==> config.mk <==
export PLATFORM = sky130hd
export DESIGN_NAME = feature_location_range_parser
export DESIGN_NICKNAME = d
export VERILOG_FILES = /design/src/rtl/flrp_pkg.sv /design/src/rtl/flrp_in_stage.sv /design/src/rtl/flrp_core.sv /design/src/rtl/flrp_out_stage.sv /design/src/rtl/feature_location_range_parser.sv
export SDC_FILE = /design/constraint.sdc
export NUM_CORES = 1
export LEC_CHECK = 0
export ABC_AREA = 1
export BUFFER_PORTS_ARGS = -buffer_cell sky130_fd_sc_hd__buf_2
export CAP_MARGIN = 5
export CORE_UTILIZATION = 31
export DETAILED_ROUTE_END_ITERATION = 10
export PLACE_DENSITY = 0.57
export SYNTH_ARGS = -nofsm -noshare
export SYNTH_HDL_FRONTEND = slang
export SYNTH_SLANG_ARGS = --single-unit
==> constraint.sdc <==
create_clock -name clock -period 5.55 [get_ports clock]
set_input_delay 0.2775 -clock clock [delete_from_list [all_inputs] [get_ports clock]]
set_output_delay 0.2775 -clock clock [all_outputs]
set_load 0.1 [all_outputs]
==> src/rtl/flrp_pkg.sv <==
// Shared types, character codes and character-class helpers for the
// feature-location range parser. No dependencies.
`default_nettype none

package flrp_pkg;

   localparam int unsigned COORD_BITS_DEF = 31;

   // lexer mode
   typedef enum logic [1:0] {
      MODE_IDLE = 2'd0,
      MODE_INT  = 2'd1,
      MODE_WORD = 2'd2
   } mode_type;

   // location flag bit positions
   localparam int unsigned FLAG_POINT   = 0;
   localparam int unsigned FLAG_UMIN    = 1;
   localparam int unsigned FLAG_UMAX    = 2;
   localparam int unsigned FLAG_FUZZY   = 3;
   localparam int unsigned FLAG_BETWEEN = 4;
   localparam logic [4:0]  FLAGS_RESET  = 5'b00001;

   // character codes
   localparam logic [6:0] CH_DOT    = 7'h2E;
   localparam logic [6:0] CH_CARET  = 7'h5E;
   localparam logic [6:0] CH_LT     = 7'h3C;
   localparam logic [6:0] CH_GT     = 7'h3E;
   localparam logic [6:0] CH_COMMA  = 7'h2C;
   localparam logic [6:0] CH_RPAREN = 7'h29;

   // one input request as held in the input register
   typedef struct packed {
      logic [6:0] char_code;
      logic       is_last;
   } req_item_type;

   function automatic logic is_digit(input logic [6:0] ch);
      return ch inside {[7'h30:7'h39]};
   endfunction

   function automatic logic is_alpha(input logic [6:0] ch);
      return ch inside {[7'h41:7'h5A], [7'h61:7'h7A]};
   endfunction

   function automatic logic is_space(input logic [6:0] ch);
      return ch inside {7'h20, 7'h09, 7'h0A, 7'h0D, 7'h08, 7'h0B, 7'h0C};
   endfunction

endpackage

`default_nettype wire

==> src/rtl/flrp_in_stage.sv <==
// Input register of the parser: holds one request until the core takes it.
// Depends on flrp_pkg.
`default_nettype none

module flrp_in_stage (
   input  wire                    clock,
   input  wire                    reset,
   input  wire                    req_valid,
   output logic                   req_ready,
   input  wire  [6:0]             req_char_code,
   input  wire                    req_is_last,
   output logic                   item_valid,
   output flrp_pkg::req_item_type item,
   input  wire                    item_take
);

   logic                   vld_ff, vld_in;
   flrp_pkg::req_item_type item_ff;
   logic                   accept;

   assign req_ready  = !vld_ff || item_take;
   assign accept     = req_valid && req_ready;
   assign item_valid = vld_ff;
   assign item       = item_ff;

   always_comb begin
      if (accept) begin
         vld_in = 1'b1;
      end else if (item_take) begin
         vld_in = 1'b0;
      end else begin
         vld_in = vld_ff;
      end
   end

   always_ff @(posedge clock) begin
      if (reset) begin
         vld_ff <= 1'b0;
      end else begin
         vld_ff <= vld_in;
      end
   end

   always_ff @(posedge clock) begin
      if (accept) begin
         item_ff <= '{char_code: req_char_code, is_last: req_is_last};
      end
   end

endmodule

`default_nettype wire

==> src/rtl/flrp_core.sv <==
// Lexer, coordinate store and range selection; one request per unstalled cycle.
// Depends on flrp_pkg.
`default_nettype none

module flrp_core #(
   parameter int unsigned COORD_BITS = flrp_pkg::COORD_BITS_DEF
) (
   input  wire                    clock,
   input  wire                    reset,
   input  wire                    item_valid,
   input  flrp_pkg::req_item_type item,
   output logic                   item_take,
   input  wire                    out_room,
   output logic                   res_load,
   output logic [COORD_BITS-1:0]  res_start,
   output logic [COORD_BITS-1:0]  res_end,
   output logic                   res_flush
);

   typedef struct packed {
      logic [COORD_BITS-1:0] sv0;
      logic [COORD_BITS-1:0] sv1;
      logic [COORD_BITS-1:0] ev0;
      logic [COORD_BITS-1:0] ev1;
      logic [1:0]            sc;
      logic [1:0]            ec;
      logic [COORD_BITS-1:0] acc;
      logic                  ovf;
      flrp_pkg::mode_type    mode;
      logic                  pdot;
      logic [4:0]            flags;
   } pst_type;

   typedef struct packed {
      pst_type               st;
      logic                  vld;
      logic [COORD_BITS-1:0] lo;
      logic [COORD_BITS-1:0] hi;
   } emit_type;

   function automatic pst_type reset_state();
      pst_type r;
      r       = '0;
      r.mode  = flrp_pkg::MODE_IDLE;
      r.flags = flrp_pkg::FLAGS_RESET;
      return r;
   endfunction

   function automatic pst_type add_coord(input pst_type s, input logic [COORD_BITS-1:0] v);
      pst_type r;
      r = s;
      if (s.flags[flrp_pkg::FLAG_POINT]) begin
         if (s.sc == 2'd0) begin
            r.sv0 = v;
         end else if (s.sc == 2'd1) begin
            r.sv1 = v;
         end
         if (s.sc != 2'd3) begin
            r.sc = s.sc + 2'd1;
         end
      end else begin
         if (s.ec == 2'd0) begin
            r.ev0 = v;
         end else if (s.ec == 2'd1) begin
            r.ev1 = v;
         end
         if (s.ec != 2'd3) begin
            r.ec = s.ec + 2'd1;
         end
      end
      return r;
   endfunction

   function automatic pst_type end_token(input pst_type s);
      pst_type r;
      r = s;
      if (s.mode == flrp_pkg::MODE_INT) begin
         r = add_coord(s, s.ovf ? '0 : s.acc);
      end
      r.mode = flrp_pkg::MODE_IDLE;
      r.acc  = '0;
      r.ovf  = 1'b0;
      return r;
   endfunction

   function automatic emit_type emit_range(input pst_type s);
      emit_type r;
      r.st  = s;
      r.vld = 1'b0;
      r.lo  = '0;
      r.hi  = '0;
      if (s.sc != 2'd0 || s.ec != 2'd0) begin
         if (s.flags[flrp_pkg::FLAG_BETWEEN]) begin
            r.vld = 1'b1; r.lo = s.sv0; r.hi = s.sv1;
         end else if (s.sc == 2'd1 && s.ec == 2'd0) begin
            if (s.flags[flrp_pkg::FLAG_UMIN] || s.flags[flrp_pkg::FLAG_UMAX] ||
                s.flags[flrp_pkg::FLAG_POINT]) begin
               r.vld = 1'b1; r.lo = s.sv0; r.hi = s.sv0;
            end
         end else if (s.sc == 2'd2 && s.ec == 2'd0) begin
            r.vld = 1'b1; r.lo = s.sv0; r.hi = s.sv1;
         end else if (s.sc == 2'd1 && s.ec == 2'd1) begin
            r.vld = 1'b1; r.lo = s.sv0; r.hi = s.ev0;
         end else if (s.sc == 2'd2 && s.ec == 2'd1) begin
            r.vld = 1'b1; r.lo = s.sv1; r.hi = s.ev0;
         end else if ((s.sc == 2'd1 || s.sc == 2'd2) && s.ec == 2'd2) begin
            r.vld = 1'b1; r.lo = s.sv0; r.hi = s.ev1;
         end
         // counts seen, so coordinates and flags go back to their reset values
         r.st.sv0   = '0;
         r.st.sv1   = '0;
         r.st.ev0   = '0;
         r.st.ev1   = '0;
         r.st.sc    = 2'd0;
         r.st.ec    = 2'd0;
         r.st.flags = flrp_pkg::FLAGS_RESET;
      end
      return r;
   endfunction

   pst_type                state_ff, state_in;
   emit_type               em_char, em_flush;
   logic                   handled;
   logic                   adv;
   logic [COORD_BITS+3:0]  acc_x10;
   logic [6:0]             ch;

   assign ch = item.char_code;

   // acc*10 + digit; the top four bits flag a value beyond the coordinate range
   assign acc_x10 = ({4'b0, state_ff.acc} << 3) + ({4'b0, state_ff.acc} << 1)
                  + {{COORD_BITS{1'b0}}, ch[3:0]};

   always_comb begin
      state_in = state_ff;
      em_char  = '0;
      em_flush = '0;
      handled  = 1'b0;
      if (state_ff.mode == flrp_pkg::MODE_INT && flrp_pkg::is_digit(ch)) begin
         if (!state_ff.ovf) begin
            if (acc_x10[COORD_BITS+3:COORD_BITS] != 4'd0) begin
               state_in.ovf = 1'b1;
               state_in.acc = '0;
            end else begin
               state_in.acc = acc_x10[COORD_BITS-1:0];
            end
         end
      end else if (state_ff.mode == flrp_pkg::MODE_WORD &&
                   (flrp_pkg::is_alpha(ch) || flrp_pkg::is_digit(ch) ||
                    ch == flrp_pkg::CH_DOT)) begin
         // word continues, dropped
      end else begin
         state_in = end_token(state_ff);
         if (state_in.pdot) begin
            state_in.pdot = 1'b0;
            if (ch == flrp_pkg::CH_DOT) begin
               state_in.flags[flrp_pkg::FLAG_POINT] = 1'b0;
               handled = 1'b1;
            end else begin
               state_in.flags[flrp_pkg::FLAG_FUZZY] = 1'b1;
            end
         end
         if (!handled) begin
            if (flrp_pkg::is_space(ch)) begin
               // skipped
            end else if (flrp_pkg::is_digit(ch)) begin
               state_in.mode = flrp_pkg::MODE_INT;
               state_in.acc  = {{(COORD_BITS-4){1'b0}}, ch[3:0]};
               state_in.ovf  = 1'b0;
            end else if (flrp_pkg::is_alpha(ch)) begin
               state_in.mode = flrp_pkg::MODE_WORD;
            end else begin
               case (ch)
                  flrp_pkg::CH_DOT:    state_in.pdot = 1'b1;
                  flrp_pkg::CH_CARET:  state_in.flags[flrp_pkg::FLAG_BETWEEN] = 1'b1;
                  flrp_pkg::CH_LT:     state_in.flags[flrp_pkg::FLAG_UMIN] = 1'b1;
                  flrp_pkg::CH_GT:     state_in.flags[flrp_pkg::FLAG_UMAX] = 1'b1;
                  flrp_pkg::CH_COMMA: begin
                     em_char  = emit_range(state_in);
                     state_in = em_char.st;
                  end
                  flrp_pkg::CH_RPAREN: begin
                     if (state_in.flags[flrp_pkg::FLAG_FUZZY]) begin
                        state_in.flags[flrp_pkg::FLAG_FUZZY] = 1'b0;
                     end else begin
                        em_char  = emit_range(state_in);
                        state_in = em_char.st;
                     end
                  end
                  default: ;
               endcase
            end
         end
      end
      if (item.is_last) begin
         // end-of-string flush: close any token, a trailing lone dot is fuzzy
         state_in = end_token(state_in);
         if (state_in.pdot) begin
            state_in.pdot = 1'b0;
            state_in.flags[flrp_pkg::FLAG_FUZZY] = 1'b1;
         end
         em_flush = emit_range(state_in);
         state_in = reset_state();
      end
   end

   assign res_flush = !em_char.vld;
   assign res_start = em_char.vld ? em_char.lo : em_flush.lo;
   assign res_end   = em_char.vld ? em_char.hi : em_flush.hi;

   // stall only when a range is due and the result register is full
   assign adv       = item_valid && (out_room || !(em_char.vld || em_flush.vld));
   assign item_take = adv;
   assign res_load  = adv && (em_char.vld || em_flush.vld);

   always_ff @(posedge clock) begin
      if (reset) begin
         state_ff <= reset_state();
      end else if (adv) begin
         state_ff <= state_in;
      end
   end

`ifndef NO_ASSERTIONS
   a_last_clears: assert property (@(posedge clock) disable iff (reset)
      (adv && item.is_last) |=> (state_ff.sc == 2'd0 && state_ff.ec == 2'd0 &&
         state_ff.mode == flrp_pkg::MODE_IDLE && !state_ff.pdot &&
         state_ff.flags == flrp_pkg::FLAGS_RESET))
      else $error("parse state not cleared after last character");

   a_end_after_dots: assert property (@(posedge clock) disable iff (reset)
      (state_ff.ec != 2'd0) |-> !state_ff.flags[flrp_pkg::FLAG_POINT])
      else $error("end coordinate held while point flag set");

   a_ovf_zero: assert property (@(posedge clock) disable iff (reset)
      state_ff.ovf |-> (state_ff.acc == '0 && state_ff.mode == flrp_pkg::MODE_INT))
      else $error("overflowed integer not held at zero");
`endif

endmodule

`default_nettype wire

==> src/rtl/flrp_out_stage.sv <==
// Result register of the parser: holds one range until the receiver takes it.
// Depends on flrp_pkg.
`default_nettype none

module flrp_out_stage #(
   parameter int unsigned COORD_BITS = flrp_pkg::COORD_BITS_DEF
) (
   input  wire                   clock,
   input  wire                   reset,
   input  wire                   res_load,
   input  wire  [COORD_BITS-1:0] res_start,
   input  wire  [COORD_BITS-1:0] res_end,
   input  wire                   res_flush,
   output logic                  out_room,
   output logic                  rsp_valid,
   input  wire                   rsp_ready,
   output logic [COORD_BITS-1:0] rsp_range_start,
   output logic [COORD_BITS-1:0] rsp_range_end,
   output logic                  rsp_from_flush
);

   logic                  vld_ff, vld_in;
   logic [COORD_BITS-1:0] start_ff, end_ff;
   logic                  flush_ff;

   assign out_room        = !vld_ff || rsp_ready;
   assign rsp_valid       = vld_ff;
   assign rsp_range_start = start_ff;
   assign rsp_range_end   = end_ff;
   assign rsp_from_flush  = flush_ff;

   always_comb begin
      if (res_load) begin
         vld_in = 1'b1;
      end else if (rsp_ready) begin
         vld_in = 1'b0;
      end else begin
         vld_in = vld_ff;
      end
   end

   always_ff @(posedge clock) begin
      if (reset) begin
         vld_ff <= 1'b0;
      end else begin
         vld_ff <= vld_in;
      end
   end

   always_ff @(posedge clock) begin
      if (res_load) begin
         start_ff <= res_start;
         end_ff   <= res_end;
         flush_ff <= res_flush;
      end
   end

endmodule

`default_nettype wire

==> src/rtl/feature_location_range_parser.sv <==
// Feature-location range parser, top level.
// Depends on flrp_pkg, flrp_in_stage, flrp_core and flrp_out_stage.
//
// Use:
//  - req_ channel: one ASCII character per request (req_char_code), with
//    req_is_last marking the final character of a location string.
//  - rsp_ channel: at most one range per request: rsp_range_start,
//    rsp_range_end and rsp_from_flush (set when the range came from the
//    end-of-string flush rather than a ',' or ')').
//  - Path: a request is held in the input register; its range is loaded
//    into the result register when that register has room, and is on
//    rsp_valid from then on.
//  - Throughput: one request per cycle while not stalled. The lexer and
//    coordinate store update in a single pass between the input and
//    result registers; the integer accumulate is a shift-and-add times ten.
//  - Stalls: while rsp_ready is low a full result register holds its range;
//    requests that produce no range still pass, one that produces a range
//    waits in the input register and req_ready drops.
//  - Reset (synchronous, active high) empties both registers and returns
//    the parse state to idle with only the point flag set.
`default_nettype none

module feature_location_range_parser #(
   parameter int unsigned COORD_BITS = flrp_pkg::COORD_BITS_DEF
) (
   input  wire                   clock,
   input  wire                   reset,
   input  wire                   req_valid,
   output logic                  req_ready,
   input  wire  [6:0]            req_char_code,
   input  wire                   req_is_last,
   output logic                  rsp_valid,
   input  wire                   rsp_ready,
   output logic [COORD_BITS-1:0] rsp_range_start,
   output logic [COORD_BITS-1:0] rsp_range_end,
   output logic                  rsp_from_flush
);

   flrp_pkg::req_item_type item;
   logic                   item_valid;
   logic                   item_take;
   logic                   out_room;
   logic                   res_load;
   logic [COORD_BITS-1:0]  res_start;
   logic [COORD_BITS-1:0]  res_end;
   logic                   res_flush;

   // input register: one character request
   flrp_in_stage u_in (
      .clock         (clock),
      .reset         (reset),
      .req_valid     (req_valid),
      .req_ready     (req_ready),
      .req_char_code (req_char_code),
      .req_is_last   (req_is_last),
      .item_valid    (item_valid),
      .item          (item),
      .item_take     (item_take)
   );

   // lexer, coordinate store and range selection
   flrp_core #(
      .COORD_BITS (COORD_BITS)
   ) u_core (
      .clock      (clock),
      .reset      (reset),
      .item_valid (item_valid),
      .item       (item),
      .item_take  (item_take),
      .out_room   (out_room),
      .res_load   (res_load),
      .res_start  (res_start),
      .res_end    (res_end),
      .res_flush  (res_flush)
   );

   // result register towards the receiver
   flrp_out_stage #(
      .COORD_BITS (COORD_BITS)
   ) u_out (
      .clock           (clock),
      .reset           (reset),
      .res_load        (res_load),
      .res_start       (res_start),
      .res_end         (res_end),
      .res_flush       (res_flush),
      .out_room        (out_room),
      .rsp_valid       (rsp_valid),
      .rsp_ready       (rsp_ready),
      .rsp_range_start (rsp_range_start),
      .rsp_range_end   (rsp_range_end),
      .rsp_from_flush  (rsp_from_flush)
   );

endmodule

`default_nettype wire

==> impl_metrics.py <==
metrics = {
    "setup_path": {
        "slowest_stage": "buf_4",
        "cp_data_required_time_ns": 5.90,
        "critical-path-max-stage-delay_ns": 0.58,
        "crit_arrival_ns": 5.49,
        "cp_max_fo": 39,
        "crit_buf_inv": 10,
        "start_kind": "flip-flop",
        "end_kind": "flip-flop",
        "crit_family": "buffers and inverters",
        "critPathKind": "reg2reg",
        "reg2reg_slack_ns": 0.41,
        "cp_common_cell": "inv_1",
    },
    "routing": {
        "via_per_inst": 5.32,
        "num_vias": 27800,
        "ant_nets": 0,
        "routed_wl_um": 97700,
        "wire_per_inst_um": 18.7,
        "drtPass1Iterations": 8,
        "dr.first_iter.drc_count": 3237,
        "drc": 0,
    },
    "power": {
        "peakVddDrop_uv": 223,
        "powerDensity_mw_per_mm2": 224,
        "power_leakage_nw": 12.0,
    },
    "synth": {
        "ys_ff_latch": 241,
        "ys_types": 47,
        "syn-num-nets": 4402,
        "yosysSeqAreaShare_pct": 23.6,
        "syn_inst": 4321,
        "ys_warn_count": 0,
        "syn_avg_cell_area_sq_um": 5.42,
        "synth_area_sq_mm": 0.0234,
    },
    "clocking": {
        "cts_sinks": 241,
        "clockBufferDepth": 3,
        "clk_pin_slew_ns": 0.06,
        "clk_latency_ns": 0.62,
        "cts_root_buffer": "clkbuf_16",
        "h-tree-depth": 1,
        "cts_tree": "built",
        "cts_buffers": 31,
    },
    "floorplan": {
        "die_w_um": 277,
        "die_h_um": 277,
        "start_util_pct": 31.4,
        "rows": 100,
        "io_pins": 77,
        "core_area_sq_mm": 0.0746,
        "die_area_sq_mm": 0.0767,
    },
    "grt": {
        "gr-total-overflow": 0,
        "first_global_vias": 24900,
        "grt_pass1_wl_um": 149000,
        "grt_antenna_before_repair": 1,
        "grt_use_total_pct": 24.7,
        "grt_max_degree": 181,
    },
    "min_path": {
        "min-delay-path-class": "in2reg",
    },
    "place": {
        "io_buffers": 76,
        "place_hpwl_um": 61000,
        "gp_congestion": 0.928,
        "dpl_worst_slack_ns": 0.468,
        "placedCellCount": 5151,
    },
    "sta": {
        "finalClockSkew_ns": 0.0178,
        "worst_slack_ns": 0.411,
        "tightestPinTransition_ns": 1.05,
        "period_needed_ns": 5.14,
        "setup_viol": 0,
        "hold_viol": 0,
        "fmax_mhz": 195,
        "fin_crit_sh_pct": 92.6,
        "maxSlewHeadroom_pct": 29.9,
        "slew_violations": 0,
    },
    "cells_and_area": {
        "layout.nets": 4308,
        "n_fill_cell": 8430,
        "layout_commonest_cell": "nand2_1",
        "final_cell_mix": "nand2_1, nor2_1, o21ai_0",
        "instances_no_fill": 5220,
        "drive_gt1_share_pct": 5.79,
        "antennaDiodeCount": 0,
        "synthToLayoutAreaGrowth_pct": 9.58,
    },
    "run": {
        "cap_violations": 0,
    },
    "outcome": {
        "status": "completed",
    },
}
logic make-up after synthesis:
logic type / Yosys count / share of synthesized area, %
buffers and inverters: 584 / 10.1
flip-flops: 241 / 23.6
AND/OR/NAND/NOR: 2546 / 42.5
XOR/XNOR: 10 / 0.374
AO/OA/AOI/OAI: 871 / 19.6
adder cells (fa/ha/maj): 69 / 3.75
registers in the layout, indices dropped and copies added (netlist names):
register	flops
u_core.state_ff	168
u_out.rsp_range_start	31
u_out.rsp_range_end	31
u_out.rsp_valid	1
u_in.item	8
u_in.item_valid	1
u_out.rsp_from_flush	1
metrics by stage:
stage          cell area [sq um]  total power [mW]  util, %  hold slack [ns]  TNS (ns)
6_report                   25700              5.76     34.4           0.0606         0
2_1_floorplan              23400              3.20        -            0.347         0
5_1_grt                    25700              6.05     34.4           0.0962   -0.0157
3_5_place_dp               24500              3.67     32.9            0.459         0
3_3_place_gp               24500              3.66     32.9            0.450         0
4_1_cts                    25600              5.74     34.4           0.0534         0
per-layer routing:
metal | wire length (um) | vias to the layer above | track usage, %
met3 | 9390 | 234 | 3.88
met1 | 42500 | 12600 | 33.9
li1 | - | 13600 | -
met5 | 13 | - | 0
met2 | 42100 | 1303 | 39.0
met4 | 3750 | 2 | 8.50
tightest hold or removal path: cells and delay by family:
family,cells,cell delay (ns)
simple gates,2,0.12
compound gates,1,0.15
buf+inv,1,0.08
synthesized netlist by cell type (all sizes together):
library cell	instances	area [sq um]
nand2	1473	5560
nor2	860	3280
o21ai	460	2300
a21oi	322	1610
inv	296	1110
clkbuf	213	800
dfxtp	170	3400
nand3	137	701
edfxtp	71	2130
buf	69	420
ha	67	838
nor3	57	300
a21boi	28	210
o211ai	16	120
nand4	13	87.6
o21a	11	82.6
o2111ai	9	78.8
clkinv	6	22.5
xor2	6	52.6
o21bai	5	37.5
o31ai	5	37.5
a21o	4	30.0
a221oi	4	35.0
a22oi	4	30.0
nor4	4	25.0
xnor2	4	35.0
a211o	2	17.5
fa	2	40.0
a31oi	1	6.26
or2	1	6.26
or3b	1	8.76
final cells by class:
type,count,area [sq um],share of cell area [%]
multi-input combinational,3496,15600,60.8
sequential,241,5540,21.6
tap,969,1210,4.72
inverter,302,1160,4.50
timing repair buffer,155,1150,4.47
clock buffer,47,896,3.49
clock inverter,10,108,0.419
power by group:
| group | leakage (nW) | internal [mW] | switching [mW] | total, mW |
|---|---|---|---|---|
| Sequential | 2.14 | 1.90 | 0.0948 | 2.00 |
| Combinational | 9.41 | 0.489 | 1.19 | 1.68 |
| Clock | 0.487 | 1.20 | 0.881 | 2.08 |
| Total | 12.0 | 3.59 | 2.17 | 5.76 |
worst paths after layout:
| kind | startpoint | end | depth (start not counted) |
|---|---|---|---|
| worst max-delay path | u_core.state_ff[6]$_SDFFE_PP0P_ | u_out.rsp_range_start[5]$_DFFE_PP_ | 27 |
| worst max register to register | u_core.state_ff[6]$_SDFFE_PP0P_ | u_out.rsp_range_start[5]$_DFFE_PP_ | 27 |
| worst min-delay path | rsp_ready | u_out.rsp_valid$_SDFFE_PP0P_ | 4 |
| worst min register to register | u_core.state_ff[3]$_SDFFE_PP0P_ | u_core.state_ff[3]$_SDFFE_PP0P_ | 2 |
what timing repair did:
item | 4_1_cts | 5_1_grt
endpoints found under the setup margin | 0 | 151
gates resized for setup | 0 | 3
buffers inserted | 0 | 1
hold endpoints to repair | 12 | 0
hold buffers | 10 | 0
No activity file was read; power rests on OpenSTA's default activity.
